$ cat config.mk
export PLATFORM = sky130hd
export DESIGN_NAME = vlc_binarization_encoder
export DESIGN_NICKNAME = d
export VERILOG_FILES = /design/src/hw/rtl/vbe_pkg.sv /design/src/hw/rtl/vbe_front.sv /design/src/hw/rtl/vbe_layout.sv /design/src/hw/rtl/vbe_pack.sv /design/src/hw/rtl/vlc_binarization_encoder.sv
export SDC_FILE = /design/constraint.sdc
export NUM_CORES = 1
export LEC_CHECK = 0
export BUFFER_PORTS_ARGS = -buffer_cell sky130_fd_sc_hd__buf_2
export CAP_MARGIN = 0
export CORE_ASPECT_RATIO = 1.1
export CORE_UTILIZATION = 55
export DETAILED_ROUTE_END_ITERATION = 10
export GPL_TIMING_DRIVEN = 1
export PLACE_DENSITY_LB_ADDON = 0.1
export SYNTH_ARGS = -nofsm -noshare
export SYNTH_HDL_FRONTEND = slang
export SYNTH_SLANG_ARGS = --single-unit
$ cat constraint.sdc
create_clock -name clk -period 10.1 [get_ports clk]
set_input_delay 2.02 -clock clk [delete_from_list [all_inputs] [get_ports clk]]
set_output_delay 2.02 -clock clk [all_outputs]
set_load 0.01 [all_outputs]
$ cat src/hw/rtl/vbe_pkg.sv
// Shared constants, command codes and stage payload types of the binarization encoder.
`default_nettype none

package vbe_pkg;

    // Field widths
    localparam int CMD_W      = 3;
    localparam int SYM_IN_W   = 16;
    localparam int PAR_W      = 16;
    localparam int CODE_W     = 64;
    localparam int LEN_W      = 7;
    localparam int VAL_W      = SYM_IN_W + 1;
    localparam int SUM_W      = PAR_W + 2;

    // Default for the symbol mask width
    localparam int SYMBOL_BITS_DEF = 16;

    // Longest codeword and the HEVC escape prefix length
    localparam int MAX_LEN       = 64;
    localparam int ESCAPE_PREFIX = 3;

    // Command codes
    localparam logic [CMD_W-1:0] CMD_EXP_GOLOMB  = 3'd0;
    localparam logic [CMD_W-1:0] CMD_RICE        = 3'd1;
    localparam logic [CMD_W-1:0] CMD_HEVC_REM    = 3'd2;
    localparam logic [CMD_W-1:0] CMD_UNARY       = 3'd3;
    localparam logic [CMD_W-1:0] CMD_TRUNC_UNARY = 3'd4;
    localparam logic [CMD_W-1:0] CMD_BINARY      = 3'd5;

    // Stage 1 result: decoded item with Exp-Golomb base value and Rice quotient
    typedef struct packed {
        logic [CMD_W-1:0]    cmd;
        logic [SYM_IN_W-1:0] sym;
        logic [PAR_W-1:0]    par;
        logic [VAL_W-1:0]    v;
        logic [SYM_IN_W-1:0] q;
        logic                eg_small;
        logic                esc;
    } front_t;

    // Stage 2 result: codeword layout
    typedef struct packed {
        logic [LEN_W-1:0]    len;
        logic [LEN_W-1:0]    sh;
        logic [LEN_W-1:0]    lsuf;
        logic [SYM_IN_W-1:0] val;
        logic                ovf;
    } layout_t;

endpackage

`default_nettype wire

$ cat src/hw/rtl/vbe_front.sv
// Stage 1: symbol masking, Exp-Golomb base value, escape test and Rice quotient.
`default_nettype none

module vbe_front #(
    parameter int SYMBOL_BITS = vbe_pkg::SYMBOL_BITS_DEF
) (
    input  wire logic                           clk,
    input  wire logic                           rst_n,
    input  wire logic                           in_valid,
    output logic                                in_ready,
    input  wire logic [vbe_pkg::CMD_W-1:0]      in_cmd,
    input  wire logic [vbe_pkg::SYM_IN_W-1:0]   in_sym,
    input  wire logic [vbe_pkg::PAR_W-1:0]      in_par,
    output logic                                out_valid,
    input  wire logic                           out_ready,
    output vbe_pkg::front_t                     out_data
);
    import vbe_pkg::*;

    localparam int SYM_W = (SYMBOL_BITS < SYM_IN_W) ? SYMBOL_BITS : SYM_IN_W;
    localparam logic [SYM_IN_W-1:0] SYM_MASK = SYM_IN_W'((33'd1 << SYM_W) - 33'd1);

    logic                valid_reg;
    front_t              data_reg;
    front_t              data_next;
    logic [SYM_IN_W-1:0] sym_m;
    logic [VAL_W-1:0]    v_eg;
    logic [VAL_W-1:0]    v_hevc;
    logic [VAL_W-1:0]    thr;

    // Mask symbol, form base values of both Exp-Golomb forms
    always_comb
    begin
        sym_m  = in_sym & SYM_MASK;
        v_eg   = {1'b0, sym_m} + (VAL_W'(1) << in_par);
        thr    = VAL_W'(ESCAPE_PREFIX) << in_par;
        v_hevc = {1'b0, sym_m} - (VAL_W'(1) << (in_par + PAR_W'(1)));

        data_next.cmd      = in_cmd;
        data_next.sym      = sym_m;
        data_next.par      = in_par;
        data_next.q        = sym_m >> in_par;
        data_next.eg_small = (in_par < PAR_W'(SYM_W));
        data_next.esc      = (in_par < PAR_W'(SYM_W - 1)) && ({1'b0, sym_m} >= thr);
        data_next.v        = (in_cmd == CMD_HEVC_REM) ? v_hevc : v_eg;
    end

    assign in_ready  = !valid_reg || out_ready;
    assign out_valid = valid_reg;
    assign out_data  = data_reg;

    // Advance valid bit
    always_ff @(posedge clk or negedge rst_n)
    begin
        if (!rst_n)
        begin
            valid_reg <= 1'b0;
        end
        else if (in_ready)
        begin
            valid_reg <= in_valid;
        end
    end

    // Load payload on accept
    always_ff @(posedge clk)
    begin
        if (in_ready && in_valid)
        begin
            data_reg <= data_next;
        end
    end

endmodule

`default_nettype wire

$ cat src/hw/rtl/vbe_layout.sv
// Stage 2: leading-one search, prefix and suffix lengths, overflow test.
`default_nettype none

module vbe_layout (
    input  wire logic            clk,
    input  wire logic            rst_n,
    input  wire logic            in_valid,
    output logic                 in_ready,
    input  wire vbe_pkg::front_t in_data,
    output logic                 out_valid,
    input  wire logic            out_ready,
    output vbe_pkg::layout_t     out_data
);
    import vbe_pkg::*;

    localparam int C_W = $clog2(VAL_W);

    logic                valid_reg;
    layout_t             data_reg;
    layout_t             data_next;
    logic [C_W-1:0]      c;
    logic [VAL_W-1:0]    sclr;
    logic [SUM_W-1:0]    pfx;
    logic [SUM_W-1:0]    lsuf;
    logic                z;
    logic [SYM_IN_W-1:0] val;
    logic                force_ovf;
    logic [SUM_W-1:0]    len_full;
    logic                ovf;

    // Find the leading one of the base value and clear it
    always_comb
    begin
        c = '0;
        for (int i = 0; i < VAL_W; i++)
        begin
            if (in_data.v[i])
            begin
                c = C_W'(i);
            end
        end
        sclr = in_data.v & ~(VAL_W'(1) << c);
    end

    // Decode the command into prefix ones, separator and suffix
    always_comb
    begin
        pfx       = '0;
        lsuf      = '0;
        z         = 1'b0;
        val       = '0;
        force_ovf = 1'b0;
        unique case (in_data.cmd)
            CMD_EXP_GOLOMB:
            begin
                z = 1'b1;
                if (in_data.par >= PAR_W'(MAX_LEN))
                begin
                    force_ovf = 1'b1;
                end
                else if (in_data.eg_small)
                begin
                    pfx  = SUM_W'(c) - SUM_W'(in_data.par);
                    lsuf = SUM_W'(c);
                    val  = sclr[SYM_IN_W-1:0];
                end
                else
                begin
                    lsuf = SUM_W'(in_data.par);
                    val  = in_data.sym;
                end
            end
            CMD_RICE:
            begin
                z    = 1'b1;
                pfx  = SUM_W'(in_data.q);
                lsuf = SUM_W'(in_data.par);
                val  = in_data.sym;
            end
            CMD_HEVC_REM:
            begin
                z = 1'b1;
                if (in_data.esc)
                begin
                    pfx  = SUM_W'(ESCAPE_PREFIX) + SUM_W'(c) - SUM_W'(in_data.par);
                    lsuf = SUM_W'(c);
                    val  = sclr[SYM_IN_W-1:0];
                end
                else
                begin
                    pfx  = SUM_W'(in_data.q);
                    lsuf = SUM_W'(in_data.par);
                    val  = in_data.sym;
                end
            end
            CMD_UNARY:
            begin
                z   = 1'b1;
                pfx = SUM_W'(in_data.sym);
            end
            CMD_TRUNC_UNARY:
            begin
                z   = (in_data.sym != in_data.par);
                pfx = SUM_W'(in_data.sym);
            end
            CMD_BINARY:
            begin
                lsuf = SUM_W'(in_data.par);
                val  = in_data.sym;
            end
            default:
            begin
                z = 1'b0;
            end
        endcase
    end

    // Total length and overflow; zero the layout on overflow
    always_comb
    begin
        len_full = pfx + SUM_W'(z) + lsuf;
        ovf      = force_ovf || (len_full > SUM_W'(MAX_LEN));
        if (ovf)
        begin
            data_next.len  = '0;
            data_next.sh   = '0;
            data_next.lsuf = '0;
            data_next.val  = '0;
        end
        else
        begin
            data_next.len  = len_full[LEN_W-1:0];
            data_next.sh   = lsuf[LEN_W-1:0] + LEN_W'(z);
            data_next.lsuf = lsuf[LEN_W-1:0];
            data_next.val  = val;
        end
        data_next.ovf = ovf;
    end

    assign in_ready  = !valid_reg || out_ready;
    assign out_valid = valid_reg;
    assign out_data  = data_reg;

    // Advance valid bit
    always_ff @(posedge clk or negedge rst_n)
    begin
        if (!rst_n)
        begin
            valid_reg <= 1'b0;
        end
        else if (in_ready)
        begin
            valid_reg <= in_valid;
        end
    end

    // Load payload on accept
    always_ff @(posedge clk)
    begin
        if (in_ready && in_valid)
        begin
            data_reg <= data_next;
        end
    end

endmodule

`default_nettype wire

$ cat src/hw/rtl/vbe_pack.sv
// Stage 3: codeword assembly from masks, held in the output register.
`default_nettype none

module vbe_pack (
    input  wire logic                         clk,
    input  wire logic                         rst_n,
    input  wire logic                         in_valid,
    output logic                              in_ready,
    input  wire vbe_pkg::layout_t             in_data,
    output logic                              out_valid,
    input  wire logic                         out_ready,
    output logic [vbe_pkg::CODE_W-1:0]        out_code,
    output logic [vbe_pkg::LEN_W-1:0]         out_len,
    output logic                              out_ovf
);
    import vbe_pkg::*;

    logic              valid_reg;
    logic [CODE_W-1:0] code_reg;
    logic [CODE_W-1:0] code_next;
    logic [LEN_W-1:0]  len_reg;
    logic              ovf_reg;

    // Mask of the n lowest bits
    function automatic logic [CODE_W-1:0] low_ones(input logic [LEN_W-1:0] n);
        logic [CODE_W-1:0] m;
        if (n >= LEN_W'(CODE_W))
        begin
            m = '1;
        end
        else
        begin
            m = (CODE_W'(1) << n) - CODE_W'(1);
        end
        return m;
    endfunction

    // Prefix ones above the separator, suffix bits below
    always_comb
    begin
        code_next = (low_ones(in_data.len) ^ low_ones(in_data.sh))
                  | (CODE_W'(in_data.val) & low_ones(in_data.lsuf));
    end

    assign in_ready  = !valid_reg || out_ready;
    assign out_valid = valid_reg;
    assign out_code  = code_reg;
    assign out_len   = len_reg;
    assign out_ovf   = ovf_reg;

    // Advance valid bit
    always_ff @(posedge clk or negedge rst_n)
    begin
        if (!rst_n)
        begin
            valid_reg <= 1'b0;
        end
        else if (in_ready)
        begin
            valid_reg <= in_valid;
        end
    end

    // Load result on accept
    always_ff @(posedge clk)
    begin
        if (in_ready && in_valid)
        begin
            code_reg <= code_next;
            len_reg  <= in_data.len;
            ovf_reg  <= in_data.ovf;
        end
    end

endmodule

`default_nettype wire

$ cat src/hw/rtl/vlc_binarization_encoder.sv
// Top level of the variable-length binarization encoder.
//
// Takes one item per cycle on the slave stream: a command in s_tuser, a
// symbol and a parameter in s_tdata. Gives one result item per input item
// on the master stream: the right-aligned codeword and its length in
// m_tdata and the overflow flag in m_tuser. Commands: Exp-Golomb,
// Golomb-Rice, HEVC coeff_abs_level_remaining, unary, truncated unary and
// fixed-length binary; unused codes give an empty codeword.
// The item passes three register stages (decode and base value, layout and
// overflow, codeword assembly into the output register), and the first of
// them loads at the accepting edge.
// Throughput: one item per cycle sustained while m_tready stays high.
// Reset clears the valid bit of every stage; no item is in flight after it.
// When the receiver holds m_tready low the result stays on the port and
// each stage keeps its item; bubbles fill up, then s_tready drops. Nothing
// is lost or repeated.
`default_nettype none

module vlc_binarization_encoder #(
    parameter int SYMBOL_BITS = vbe_pkg::SYMBOL_BITS_DEF
) (
    input  wire logic        clk,
    input  wire logic        rst_n,
    input  wire logic        s_tvalid,
    output logic             s_tready,
    input  wire logic [31:0] s_tdata,   // symbol[15:0], param[31:16]
    input  wire logic [2:0]  s_tuser,   // command[2:0]
    output logic             m_tvalid,
    input  wire logic        m_tready,
    output logic [71:0]      m_tdata,   // code[63:0], code_length[70:64], zero[71]
    output logic             m_tuser    // overflow[0]
);
    import vbe_pkg::*;

    logic              f_valid;
    logic              f_ready;
    front_t            f_data;
    logic              l_valid;
    logic              l_ready;
    layout_t           l_data;
    logic [CODE_W-1:0] code;
    logic [LEN_W-1:0]  code_length;

    vbe_front #(
        .SYMBOL_BITS (SYMBOL_BITS)
    ) u_front (
        .clk       (clk),
        .rst_n     (rst_n),
        .in_valid  (s_tvalid),
        .in_ready  (s_tready),
        .in_cmd    (s_tuser),
        .in_sym    (s_tdata[15:0]),
        .in_par    (s_tdata[31:16]),
        .out_valid (f_valid),
        .out_ready (f_ready),
        .out_data  (f_data)
    );

    vbe_layout u_layout (
        .clk       (clk),
        .rst_n     (rst_n),
        .in_valid  (f_valid),
        .in_ready  (f_ready),
        .in_data   (f_data),
        .out_valid (l_valid),
        .out_ready (l_ready),
        .out_data  (l_data)
    );

    vbe_pack u_pack (
        .clk       (clk),
        .rst_n     (rst_n),
        .in_valid  (l_valid),
        .in_ready  (l_ready),
        .in_data   (l_data),
        .out_valid (m_tvalid),
        .out_ready (m_tready),
        .out_code  (code),
        .out_len   (code_length),
        .out_ovf   (m_tuser)
    );

    // Pack result fields
    assign m_tdata = {1'b0, code_length, code};

endmodule

`default_nettype wire

; After elaboration in Yosys (flattened, before gate mapping)
; Cells that the tools add are included.
; Widths: inputs -> output; s select.
[totals]
input_bits = 39
regBits = 183
out_inout_bits = 75
wordCells = 108
[op_classes]
n_reduce_logical = 15
shift = 8
bitwise_logic = 5
magnitude_cmp = 8
eq_ne = 7
muxes = 35
n_addsub = 12
[ops]
columns = op, n
row1 = $mux 64, 3
row2 = $shl 1x7->64 const A, 3
row3 = $sub 64x2->64 const B, 3
row4 = $mux 16, 5
row5 = $mux 5, 15
row6 = $mux 18, 4
row7 = $pmux 18 s4, 1
row8 = $and 16x64->64, 1
row9 = $or 64x64->64, 1
row10 = $xor 64x64->64, 1
row11 = $pmux 18 s3, 1
row12 = $pmux 16 s3, 1
row13 = $shl 1x16->17 const A, 2
row14 = $ge 7x7->1 const B, 3
row15 = $add 18x1->18, 1
row16 = $add 18x18->18, 1
row17 = $gt 18x7->1 const B, 1
row18 = $sub 18x16->18, 1
row19 = $add 16x17->17, 1
row20 = $ge 16x17->1, 1
row21 = $mux 17, 1
row22 = $shl 2x16->17 const A, 1
row23 = $sub 16x17->17, 1
row24 = $sub 5x16->17, 1
row25 = other kinds (22), 36

; Logic depth before layout (Yosys ltp)
[depth]
ltp_word = 24
depth_mapped = 29
mapped_depth_nobuf = 27

; Hierarchy
; From an unflattened synthesis, not the netlist that was laid out.
[unflattened]
cells_unflattened = 1774
area_unflattened_um2 = 15673.8
[modules_own_cells]
columns = mod, n_inst, cells_each, seq_area_each_um2, area_per_inst_um2
row1 = vbe_pack, 1, 779, 2187.1, 6442.4
row2 = vbe_front, 1, 505, 2127.0, 4903.5
row3 = vbe_layout, 1, 488, 1166.1, 4316.6
row4 = vlc_binarization_encoder, 1, 2, 0.0, 11.3

; Worst setup path after synthesis
; No wires, ideal clock.
[synth_timing]
path_kind = register to register
start = register u_front.data_reg, in the netlist u_front.out_data[20]
end = register u_layout.data_reg, in the netlist u_layout.out_data[20], data pin
path_stages_with_launch = 30
n_path_buf = 2
arrival_time_ps = 5758
required_ps = 9823
setup_ps = 277
path_slack_ps = 4065
cell_sequence = edfxtp_1 nand2b_1 a21oi_1 o21bai_1 a221oi_1 a221oi_1 nor2_1 inv_1 ha_1 inv_1 fa_1 a21oi_1 o22ai_1 o22ai_1 nand2b_1 nor2_1 xnor2_1 a222oi_1 nand2_1 ha_1 nand2_1 nor2_1 o311ai_1 a211o_1 a31oi_1 or3b_1 nand4b_1 buf_4 buf_4 nor4_2
[synth_via]
elab_chain_len = 23
elab_cells_between_ends = 30
classes_between = add/sub: 5 / order compare: 1 / mux: 23 / reduce/logical: 1
[synth_lines]
columns = item, line_no
row1 = from (decl), vbe_front.sv:24  ; front_t data_reg;
row2 = from (signal assigned), vbe_front.sv:70  ; data_reg <= data_next;
row3 = $mux 5 * (15 in a row), vbe_layout.sv:37  ; if (in_data.v[i])
row4 = $add 2x5->6 or $sub 5x16->17 (tied branches), "vbe_layout.sv:85, vbe_layout.sv:63"
row5 = $sub 18x16->18 or $mux 18 (tied branches), "vbe_layout.sv:85, vbe_layout.sv:61"
row6 = "$mux 18, on equally long branches", "vbe_layout.sv:83, vbe_layout.sv:57"
row7 = $pmux 18 s4, vbe_layout.sv:53  ; unique case (in_data.cmd)
row8 = $add 18x1->18, vbe_layout.sv:121  ; len_full = pfx + SUM_W'(z) + lsuf;
row9 = $add 18x18->18 *, vbe_layout.sv:121
row10 = $gt 18x7->1 *, vbe_layout.sv:122  ; ovf = force_ovf || (len_full > SUM_W'(MAX_LEN));
row11 = $logic_or 1x1->1 *, vbe_layout.sv:122
row12 = to (signal assigned), vbe_layout.sv:162  ; data_reg <= data_next;
row13 = to (decl), vbe_layout.sv:19  ; layout_t data_reg;
; Mark *: on every way between the ends. The rest lies on a longest branch, timed or not.
; A chain may end at the register's enable or synchronous reset.

; Worst setup path after layout
[layout_timing]
start = register u_front.data_reg, in the netlist u_front.out_data[20]
end = register u_layout.data_reg, in the netlist u_layout.out_data[12], data pin
[layout_via]
elab_chain_len = 23
elab_cells_between_ends = 37
classes_between = add/sub: 5 / order compare: 1 / shift: 1 / mux: 27 / bitwise: 2 / reduce/logical: 1
[layout_lines]
columns = item, line_no
row1 = $mux 5 * (15 in a row), vbe_layout.sv:37
row2 = $add 2x5->6 or $sub 5x16->17 (tied branches), "vbe_layout.sv:85, vbe_layout.sv:63"
row3 = $sub 18x16->18 or $mux 18 (tied branches), "vbe_layout.sv:85, vbe_layout.sv:61"
row4 = "$mux 18, on equally long branches", "vbe_layout.sv:83, vbe_layout.sv:57"
row5 = $pmux 18 s4, vbe_layout.sv:53
row6 = $add 18x1->18, vbe_layout.sv:121
row7 = $add 18x18->18, vbe_layout.sv:121
row8 = $gt 18x7->1, vbe_layout.sv:122
row9 = $logic_or 1x1->1, vbe_layout.sv:122
; Marks and branches as above.

==> impl_results.md <==
- Status: completed
- Top-count cell post-synth: nand2_1
- Final period util: 76.65%
- Rows: 64
- Iter 0 DRT Violations: 1,334
- MaxCap Viol Count: 0
- Dominant cells by area after synthesis: edfxtp_1 (34%), xnor2_1 (5.3%), ha_1 (5.3%), nand2_1 (4.8%), nor2_1 (4.2%)
- Synth cell count leaders: nand2_1 (204), edfxtp_1 (180), nor2_1 (177)
- Clock Latency Late Sink: 460 ps
- Layout cell share with drive strength beyond 1: 13.15%
- Slew @ Worst Pin: 1168 ps
- CTS tree: done
- Register bit total from synthesis: 183
- Setup crit end kind: register
- Final Setup Violations: 0
- Post-cts resize count: 0
- Worst endpoint required time: 10,320 ps
- Async S/R FF share, synth: 1.639%
- Core area: 28,030 sq um
- Number of placed cells counting well taps: 2,194
- PwrDens: 143.9 nW/um^2
- Clk slew on worst S/H paths: 80 ps
- Final WL: 50,020 um
- PortBufs: 112
- H-tree depth: 4
- Setup Buffers After CTS: 0
- Tot Pwr: 2.461 mW
- Gr usage total: 34.60%
- Final net count: 1,960
- Clk sinks: 183
- DR WL/cell: 22.47 um
- Post-Syn Area per Cell: 8.739 sq um
- Worst VDD drop: 0.1083 mV
- Area of the mapped netlist: 15,810 sq um
- Final Max Tran Viols: 0
- Antenna cells: 0
- Crit start category: register
- Clock Tree Root: clkbuf_16
- Post-Synthesis Cells: 1,809
- Kind of critical path: register to register
- Die Height: 179.8 um
- Fin. Hold Viols: 0
- Gp weighted congestion: 0.9773
- Rel. slew slack: 21.43%
- Clk buf depth: 2
- CTS hold repair buffers: 0
- Drt drc: 0
- Starting Density: 56.41%
- Number of buffers created by CTS: 17
- FMAX: 0.1292 GHz
- Die Width: 163.7 um
- Number of global-route vias before repair: 14,198
- Via-per-instance ratio: 6.606
- Clk_skew: 12.71 ps
- First-pass GRT wire length: 78,200 um
- Leakage power: 6.221 nW
- Synthesis-to-layout area growth: 8.176%
- Full die area: 29,430 sq um
- Unique masters post-synth: 98
- Share of the synthesized area in the top cell type: 34.19%
- Post-layout util: 61.02%
- Post-synth top area cell: edfxtp_1
- Worst EP arrival: 7960 ps
- Hold Path Class: register to register
- Non-Filler Instances: 2,226
- Minimum clock period: 7742 ps
- YS warnings: 0
- Number of flops mapped to enable cells by yosys: 180
- TNS Setup: 0 ps
- CP max FO: 38
- Largest net degree at the start of global routing: 73
- Total grt overflow: 0
- IO Pins: 114
- Initial antenna violation count: 0
- Via count: 14,706
- DP Wirelength: 37,550 um
- Prevailing post-synth register cell: edfxtp_1
- Seq/Total Area, Yosys: 34.67%
- RSZ-0062 raised after global routing: false
- First-pass iteration count of the detailed router: 8
- Detail Route Antenna Nets: 0
-- area by class of cell --
| cell class | instances | area (sq um) |
|---|---|---|
| clock buffer | 17 | 425.4 |
| clock inverter | 15 | 145.1 |
| fill | 2533 | 10930 |
| inverter | 49 | 183.9 |
| multi-input combinational | 1464 | 9679 |
| sequential | 183 | 5480 |
| tap | 363 | 454.2 |
| timing repair buffer | 135 | 733.2 |
-- metrics by stage --
| step | cell area, sq um | worst slack (ps) | hold WS [ps] |
|---|---|---|---|
| CTS | 17100 | 2498 | 433.3 |
| global placement | 16530 | 2789 | 401.6 |
| floorplan | 15810 | 4065 | 400.3 |
| detailed placement | 16530 | 2588 | 409.8 |
| finish | 17100 | 2358 | 435.1 |
| global route | 17100 | 1682 | 445.6 |
-- cell families after synthesis --
| kind of cell | synth area share, % |
|---|---|
| other cells | 0.02372 |
| buf+inv | 4.226 |
| xor+xnor | 8.033 |
| simple gates | 24.01 |
| fa+ha+maj | 5.873 |
| compound gates | 19.75 |
| mux | 3.419 |
| flops | 34.67 |
-- path summary, 6_finish.rpt --
path | from | cells past startpoint | endpoint | slack (ps)
max in group asynchronous | rst_n | 1 | u_layout.out_valid | 8650
worst min register to register | u_layout.out_data[0] | 0 | u_pack.out_ovf | 440
min in group asynchronous | rst_n | 1 | u_front.out_valid | 1350
worst min-delay path | u_layout.out_data[0] | 0 | u_pack.out_ovf | 440
worst max-delay path | u_front.out_data[20] | 27 | u_layout.out_data[12] | 2360
worst max register to register | u_front.out_data[20] | 27 | u_layout.out_data[12] | 2360
-- power breakdown --
part | internal (mW) | switching, mW
Combinational | 0.288 | 0.505
Sequential | 0.953 | 0.0541
Clock | 0.326 | 0.334
Total | 1.57 | 0.893
-- layer usage --
layer | GRT usage (%) | up-vias | part of all wire [%]
met3 | 4.315 | 197 | 6.0
met2 | 61.93 | 737 | 51
met5 | 0 | - | 0
met1 | 38.19 | 6925 | 36
met4 | 22.15 | 0 | 6.7
li1 | - | 6847 | -
-- state kept, by name (all words and copies together), names as in the netlist --
register and flops:
u_pack.out_code 64, u_front.out_valid 1, u_layout.out_valid 1, u_pack.out_ovf 1
u_pack.out_len 7, u_front.out_data 70, u_layout.out_data 38, u_pack.out_valid 1
-- worst max-delay path: stages, from the launching register on --
cell	delay (ps)
edfxtp_1	400
nand2b_1	160
a21oi_1	140
o21bai_1	70
a221oi_1	360
a221oi_1	230
nor2_1	340
inv_1	120
ha_1	290
inv_1	60
fa_1	440
a21oi_1	210
o22ai_1	150
o22ai_1	450
nand2b_1	270
nor2_1	70
xnor2_1	150
a222oi_1	330
nand2_1	110
ha_1	390
nand2_1	100
nor2_1	280
o311ai_1	200
a221oi_1	340
o211ai_1	120
nor4_1	320
nand3_2	740
nor4_1	630
-- placed cells by master (no fill, tap or decap), types with 18 or more instances in the layout --
| cell | count |
|---|---|
| a21oi_1 | 92 |
| nor2_1 | 177 |
| buf_2 | 112 |
| nand2b_1 | 31 |
| inv_1 | 47 |
| xnor2_1 | 96 |
| and2_1 | 22 |
| and3_1 | 20 |
| nand3_1 | 66 |
| nor4_1 | 29 |
| ha_1 | 67 |
| nor2b_1 | 31 |
| nand2_1 | 204 |
| o21ai_0 | 79 |
| mux2i_1 | 36 |
| o31ai_1 | 18 |
| edfxtp_1 | 180 |
| buf_4 | 23 |
| o21a_1 | 23 |
| xor2_1 | 49 |
| a31oi_1 | 33 |
| nand4_1 | 23 |
| nor3_1 | 57 |
Note: power is estimated with default switching activity, not from simulation.
